File: config.mk
export PLATFORM = sky130hd
export DESIGN_NAME = flow_sequence_receiver_unit
export DESIGN_NICKNAME = d
export VERILOG_FILES = /design/src/frx_pkg.sv /design/src/frx_table.sv /design/src/flow_sequence_receiver_unit.sv
export SDC_FILE = /design/constraint.sdc
export NUM_CORES = 1
export LEC_CHECK = 0
export BUFFER_PORTS_ARGS = -buffer_cell sky130_fd_sc_hd__buf_2
export CORE_UTILIZATION = 45
export CTS_CLUSTER_DIAMETER = 50
export DETAILED_ROUTE_END_ITERATION = 7
export GPL_ROUTABILITY_DRIVEN = 0
export HOLD_SLACK_MARGIN = 0.05
export SKIP_CTS_REPAIR_TIMING = 1
export SLEW_MARGIN = 10
export SYNTH_ARGS = -nofsm -noshare
export SYNTH_HDL_FRONTEND = slang
export SYNTH_SLANG_ARGS = --single-unit
File: constraint.sdc
create_clock -name clk_i -period 21.4 [get_ports clk_i]
set_input_delay 4.28 -clock clk_i [delete_from_list [all_inputs] [get_ports clk_i]]
set_output_delay 4.28 -clock clk_i [all_outputs]
set_load 0.05 [all_outputs]
File: src/frx_pkg.sv
// shared types and constants for the flow sequence receiver
// no dependencies; imported by frx_table and flow_sequence_receiver_unit
`timescale 1ns / 1ps
`default_nettype none

package frx_pkg;

  // number of tracked sender flows (1 to 8)
  localparam int unsigned Slots = 5;
  localparam int unsigned SlotIdxW = (Slots > 1) ? $clog2(Slots) : 1;
  localparam int unsigned SrcW = 48;
  localparam int unsigned SeqW = 32;
  localparam int unsigned SlotOutW = 3;

  // one datagram header
  typedef struct packed {
    logic [SrcW-1:0]        src_addr;
    logic signed [SeqW-1:0] chunk_no;
    logic                   last_part;
  } frx_req_t;

  // decision for one header
  typedef struct packed {
    logic                   ignored;
    logic [SlotOutW-1:0]    slot;
    logic                   deliver;
    logic                   send_ack;
    logic                   ended;
    logic signed [SeqW-1:0] seq_out;
  } frx_res_t;

  // low bits of a slot index, zero extended where the index is narrower
  function automatic logic [SlotOutW-1:0] slot_code(logic [SlotIdxW-1:0] idx);
    logic [SlotIdxW+SlotOutW-1:0] wide;
    wide = (SlotIdxW + SlotOutW)'(idx);
    return wide[SlotOutW-1:0];
  endfunction

endpackage

`default_nettype wire

File: src/frx_table.sv
// flow table: slot match, claim, sequence check and table update
// depends on frx_pkg
`timescale 1ns / 1ps
`default_nettype none

module frx_table (
  input  wire logic             clk_i,
  input  wire logic             rst_ni,
  input  wire logic             fire_i,
  input  wire frx_pkg::frx_req_t req_i,
  output frx_pkg::frx_res_t     res_o
);
  import frx_pkg::*;

  logic [Slots-1:0]    free_q;
  logic [SrcW-1:0]     source_q [Slots];
  logic [SeqW-1:0]     count_q  [Slots];

  logic                hit, have_free, claim, ignored;
  logic [SlotIdxW-1:0] hit_idx, free_idx, pos;
  logic [SeqW-1:0]     base, expected;
  logic                deliver, ahead;

  always_comb begin
    hit      = 1'b0;
    hit_idx  = '0;
    have_free = 1'b0;
    free_idx = '0;
    // lowest occupied slot with the same source
    for (int i = 0; i < Slots; i++) begin
      if (!hit && !free_q[i] && (source_q[i] == req_i.src_addr)) begin
        hit     = 1'b1;
        hit_idx = SlotIdxW'(i);
      end
    end
    // highest free slot
    for (int i = 0; i < Slots; i++) begin
      if (free_q[i]) begin
        have_free = 1'b1;
        free_idx  = SlotIdxW'(i);
      end
    end
  end

  assign pos      = hit ? hit_idx : free_idx;
  assign claim    = !hit && have_free;
  assign ignored  = !hit && !have_free;
  assign base     = claim ? '0 : count_q[pos];
  assign expected = base + SeqW'(1);
  assign deliver  = !ignored && (req_i.chunk_no == $signed(expected));
  assign ahead    = req_i.chunk_no > $signed(expected);

  always_comb begin
    res_o.ignored  = ignored;
    res_o.slot     = ignored ? '0 : slot_code(pos);
    res_o.deliver  = deliver;
    res_o.send_ack = !ignored && !ahead;
    res_o.ended    = deliver && req_i.last_part;
    res_o.seq_out  = req_i.chunk_no;
  end

  always_ff @(posedge clk_i or negedge rst_ni) begin
    if (!rst_ni) begin
      free_q <= '1;
    end else if (fire_i) begin
      if (deliver && req_i.last_part) begin
        free_q[pos] <= 1'b1;
      end else if (claim) begin
        free_q[pos] <= 1'b0;
      end
    end
  end

  always_ff @(posedge clk_i) begin
    if (fire_i && !ignored) begin
      if (claim) begin
        source_q[pos] <= req_i.src_addr;
      end
      count_q[pos] <= deliver ? expected : base;
    end
  end

endmodule

`default_nettype wire

File: src/flow_sequence_receiver_unit.sv
// top level of the flow sequence receiver: input register, flow table, result register
// depends on frx_pkg and frx_table
`timescale 1ns / 1ps
`default_nettype none

// Receive side of a stop-and-wait transfer tracking up to frx_pkg::Slots sender
// flows. Each header (source address and port, signed chunk number, last flag)
// is matched against the occupied slots; an unknown source claims the highest
// free slot with its count at zero, and with no free slot the header is
// ignored (slot 0, no ack). The expected chunk (count+1) is delivered and
// acknowledged and bumps the count, and a last chunk frees the slot; an older
// chunk is only acknowledged; a chunk further ahead is dropped without ack.
// Every header produces exactly one result item, in order. The item passes
// through the input register, then the result register; while the result is
// not stalled one item per cycle is sustained, since the table lookup, compare
// and update are combinational between the two registers. The input stall
// rises only while both registers are full and the result is stalled. Table
// storage needs no clearing pass: only the free flags reset.

module flow_sequence_receiver_unit (
  input  wire logic                                 clk_i,
  input  wire logic                                 rst_ni,
  // input item channel
  input  wire logic                                 in_valid_i,
  output logic                                      in_stall_o,
  input  wire logic [frx_pkg::SrcW-1:0]             src_addr_i,
  input  wire logic signed [frx_pkg::SeqW-1:0]      chunk_no_i,
  input  wire logic                                 last_part_i,
  // result item channel
  output logic                                      out_valid_o,
  input  wire logic                                 out_stall_i,
  output logic                                      ignored_o,
  output logic [frx_pkg::SlotOutW-1:0]              slot_o,
  output logic                                      deliver_o,
  output logic                                      send_ack_o,
  output logic                                      ended_o,
  output logic signed [frx_pkg::SeqW-1:0]           seq_out_o
);
  import frx_pkg::*;

  // input register
  logic     in_vld_q, in_vld_d;
  frx_req_t in_req_q;
  // result register
  logic     out_vld_q, out_vld_d;
  frx_res_t out_res_q;

  frx_res_t res;
  logic     in_take, fire, out_take;

  // the held item moves on when the result register is empty or draining
  assign fire       = in_vld_q && (!out_vld_q || !out_stall_i);
  assign in_stall_o = in_vld_q && out_vld_q && out_stall_i;
  assign in_take    = in_valid_i && !in_stall_o;
  assign out_take   = out_vld_q && !out_stall_i;

  always_comb begin
    in_vld_d = in_vld_q;
    if (in_take) begin
      in_vld_d = 1'b1;
    end else if (fire) begin
      in_vld_d = 1'b0;
    end
  end

  always_comb begin
    out_vld_d = out_vld_q;
    if (fire) begin
      out_vld_d = 1'b1;
    end else if (out_take) begin
      out_vld_d = 1'b0;
    end
  end

  always_ff @(posedge clk_i or negedge rst_ni) begin
    if (!rst_ni) begin
      in_vld_q  <= 1'b0;
      out_vld_q <= 1'b0;
    end else begin
      in_vld_q  <= in_vld_d;
      out_vld_q <= out_vld_d;
    end
  end

  // payload registers, no reset
  always_ff @(posedge clk_i) begin
    if (in_take) begin
      in_req_q.src_addr  <= src_addr_i;
      in_req_q.chunk_no  <= chunk_no_i;
      in_req_q.last_part <= last_part_i;
    end
    if (fire) begin
      out_res_q <= res;
    end
  end

  // match, claim, sequence check and update of the flow table
  frx_table u_table (
    .clk_i  (clk_i),
    .rst_ni (rst_ni),
    .fire_i (fire),
    .req_i  (in_req_q),
    .res_o  (res)
  );

  assign out_valid_o = out_vld_q;
  assign ignored_o   = out_res_q.ignored;
  assign slot_o      = out_res_q.slot;
  assign deliver_o   = out_res_q.deliver;
  assign send_ack_o  = out_res_q.send_ack;
  assign ended_o     = out_res_q.ended;
  assign seq_out_o   = out_res_q.seq_out;

  // an accepted item is always held in the input register next cycle
  a_in_held: assert property (@(posedge clk_i) disable iff (!rst_ni)
    in_take |=> in_vld_q)
    else $error("accepted item not captured");

  // an ignored header never delivers, acknowledges or ends a flow
  a_ignored_quiet: assert property (@(posedge clk_i) disable iff (!rst_ni)
    out_vld_q && ignored_o |-> !deliver_o && !send_ack_o && !ended_o && slot_o == '0)
    else $error("ignored header has side effects");

  // a delivered chunk is always acknowledged; ending needs a delivery
  a_deliver_ack: assert property (@(posedge clk_i) disable iff (!rst_ni)
    out_vld_q && (deliver_o || ended_o) |-> send_ack_o && deliver_o == 1'b1)
    else $error("delivery without ack");

  // a result moves into the register exactly when the held item fires
  a_fire_result: assert property (@(posedge clk_i) disable iff (!rst_ni)
    fire |=> out_vld_q && out_res_q.seq_out == $past(in_req_q.chunk_no))
    else $error("result lost");

endmodule

`default_nettype wire
==> results.json <==
{
  "clock_tree_from_tritoncts": "done",
  "dieWidth_microns": 227,
  "reg2reg_slack_ns": 11.74,
  "mappedNetlistArea_sq_um": 22700,
  "clk_pin_slew_ns": 0.06,
  "cellPowerDensity_nw_per_um2": 135,
  "syn_inst": 1449,
  "worstSetupPathType": "flop to flop",
  "clock_sinks": 527,
  "layout-drive-gt1-share_pct": 18.8,
  "placed_cell_area_sq_um": 24000,
  "switching_power_mw": 1.20,
  "synthTopCellsByArea": "sky130_fd_sc_hd__edfxtp_1, sky130_fd_sc_hd__xor2_1, sky130_fd_sc_hd__xnor2_1, sky130_fd_sc_hd__ha_1, sky130_fd_sc_hd__mux2i_1",
  "grt_first_pass_wirelength_microns": 81800,
  "area_overhead_vs_synth_pct": 13.6,
  "pin_count": 126,
  "min_path_type": "flop to flop",
  "timing.hold.worst_endpoint": "seq_out_o[0]",
  "grt_remaining_overflow": 0,
  "die-area_sq_um": 51400,
  "least_setup_slack_across_all_paths_after_layout_ns": 11.74,
  "multiInputGateArea_sq_um": 6410,
  "worstHoldPathCells": 0,
  "crit_path_max_fanout": 22,
  "fin_skew_ns": 0.0716,
  "grt_antenna_before_repair": 0,
  "synth.top_cell.area_share_pct": 68.7,
  "drv_cap": 0,
  "grt.total_usage_pct": 22.0,
  "clk_latency_ns": 0.65,
  "cp.required_ns": 21.82,
  "synth.most_common_cell": "sky130_fd_sc_hd__edfxtp_1",
  "syn_avg_cell_area_sq_um": 15.7,
  "dpl_worst_slack_ns": 11.93,
  "floorplan.initialDensity_pct": 46.0,
  "routedWlPerCell_microns": 24.0,
  "fp-row-count": 81,
  "rsz_0062_raised_after_global_routing": "no",
  "core_area_sq_um": 49400,
  "drc_errors": 0,
  "p_sw_share_pct": 34.4,
  "post_synth_most_frequent_cells": "sky130_fd_sc_hd__edfxtp_1, sky130_fd_sc_hd__xor2_1, sky130_fd_sc_hd__xnor2_1, sky130_fd_sc_hd__nor2_1, sky130_fd_sc_hd__nand2_1",
  "pwr-share-seq_pct": 40.8,
  "number_of_global_route_vias_before_repair": 12375,
  "drt_pass1_iterations": 5,
  "tightest_slew_ns": 1.25,
  "ant_nets": 0,
  "worstSetupEndpointType": "flop",
  "cell_with_the_largest_stage_delay_on_the_worst_path": "sky130_fd_sc_hd__nor4b_1",
  "asyncSetResetFlopFracSynth_pct": 1.33,
  "synth_cell_types": 83,
  "dr_total_vias": 12673,
  "synthDominantAreaCellType": "sky130_fd_sc_hd__edfxtp_1",
  "ys_ff_latch": 527,
  "antenna_cells_inserted": 0,
  "regArea_sq_um": 15800,
  "timing.rr.end": "u_table.count_q[4][30]",
  "worst_r2r_path_depth": 29,
  "worst_slew_margin_rel_pct": 16.7,
  "clkPwrFrac_pct": 27.7,
  "ir_worst_vdd_uv": 79.6,
  "finalInstanceArea_sq_um": 25800,
  "final_util_pct": 52.3,
  "cp.arrival_ns": 10.08,
  "synth.yosys.seq_area_share_pct": 69.5,
  "dp.final_hpwl_microns": 36300,
  "routed_wire_length_microns": 55200,
  "max_freq_mhz": 104,
  "dieHeight_microns": 227,
  "viasPerCell": 5.51,
  "port_buffers": 125,
  "hold_start": "in_req_q[1]",
  "number_of_max_slew_violations_in_the_final_report": 0,
  "fin_tns_setup_ns": 0,
  "fin_crit_share_pct": 45.1,
  "synth_edf_count": 520,
  "synth_ff_type": "sky130_fd_sc_hd__edfxtp_1",
  "internal-power_mw": 2.28,
  "total_leakage_power_nw": 8.59,
  "synth_warnings": 0,
  "clock_tree.buffer_depth": 3,
  "finalSetupViolCount": 0,
  "synth_nets": 1567,
  "pin_count_of_the_biggest_net_entering_global_routing": 50,
  "number_of_inserted_filler_cells_in_the_final_layout": 4135,
  "final_net_count": 1703,
  "r2r_start": "in_req_q[61]",
  "final_hold_viol_count": 0,
  "timing.final.crit_period_ns": 9.66,
  "cts-htree-levels": 2,
  "total_cts_buffers": 59,
  "ctsRootBufferMaster": "sky130_fd_sc_hd__clkbuf_16",
  "pwr-share-comb_pct": 31.5,
  "worstSetupStartpointType": "flop",
  "critical-path-max-stage-delay_ns": 0.71,
  "status": "completed",
  "initialDrtViolationCount": 1194
}
==> flip-flops by register name, summed over array words and instances, names as in the netlist, named ones only <==
name              flops
deliver_o             1
ended_o               1
ignored_o             1
in_req_q             81
in_vld_q              1
out_valid_o           1
send_ack_o            1
seq_out_o            32
slot_o                3
u_table.count_q     160
u_table.source_q    240
==> kinds of logic after synthesis <==
group           share of synthesized area [%]
mux                                      1.46
flops                                    69.5
simple gates                             8.13
fa+ha+maj                                1.82
buf+inv                                  2.69
compound gates                           5.87
xor+xnor                                 10.5
==> metal layers <==
layer | routed length [microns] | track usage [%] | up-vias
met5 | 0 | 0 | -
met4 | 1270 | 6.67 | 0
met3 | 4690 | 5.88 | 80
met2 | 22800 | 29.8 | 489
met1 | 26500 | 33.9 | 6351
li1 | - | - | 5753
==> cells in the final DEF (no fill, tap or decap), drive strengths merged, types with 32 or more instances in the layout <==
cell / count
ha: 33
inv: 37
edfxtp: 520
mux2i: 32
clkbuf: 79
xnor2: 102
nor4: 43
nand4: 54
xor2: 171
nand2: 52
buf: 148
nor2: 61
==> stage by stage <==
stage               hold slack (ns)  power (mW)  cells
floorplan                     0.426        2.20   1449
global placement              0.437        2.50   2188
detailed placement            0.447        2.53   2188
CTS                           0.461        3.50   2299
global route                  0.465        3.65   2299
finish                        0.456        3.48   2299
==> critical path, delay by kind of cell, from the launching register on <==
| kind | cells | cell delay, ns |
|---|---|---|
| and+or+nand+nor | 15 | 4.37 |
| AOI/OAI and AO/OA | 4 | 1.67 |
| buffers and inverters | 5 | 1.15 |
| xor gates and xnor gates | 3 | 1.11 |
| DFF | 1 | 0.58 |
| adders and majority gates | 2 | 0.51 |
==> power groups by stage <==
stage | Sequential, mW | Clock [mW] | Combinational (mW)
final | 1.42 | 0.964 | 1.10
after global routing | 1.43 | 1.02 | 1.20
after CTS | 1.42 | 0.984 | 1.09
after detailed placement | 1.44 | 0 | 1.09
after global placement | 1.44 | 0 | 1.07
after floorplan | 1.44 | 0 | 0.759
==> worst max-delay path by stage <==
stage	startpoint	endpoint	slack, ns	depth (start not counted)
global route	in_req_q[34]	u_table.count_q[1][30]	11.19	28
CTS	in_req_q[61]	u_table.count_q[3][30]	11.85	29
detailed placement	in_req_q[61]	u_table.count_q[2][30]	11.93	29
finish	in_req_q[61]	u_table.count_q[4][30]	11.74	29
floorplan	out_stall_i	in_stall_o	12.40	2
global placement	in_req_q[61]	u_table.count_q[0][30]	12.04	29
==> final cells by class <==
type,count,share of cell area (%)
clock buffers,79,6.05
clock inverters,32,1.17
inverters,32,0.465
multi-input cells,817,24.8
flip-flops and latches,527,61.2
well taps,664,3.22
repair buffers,148,3.09
(Power assumes the default switching activity.)
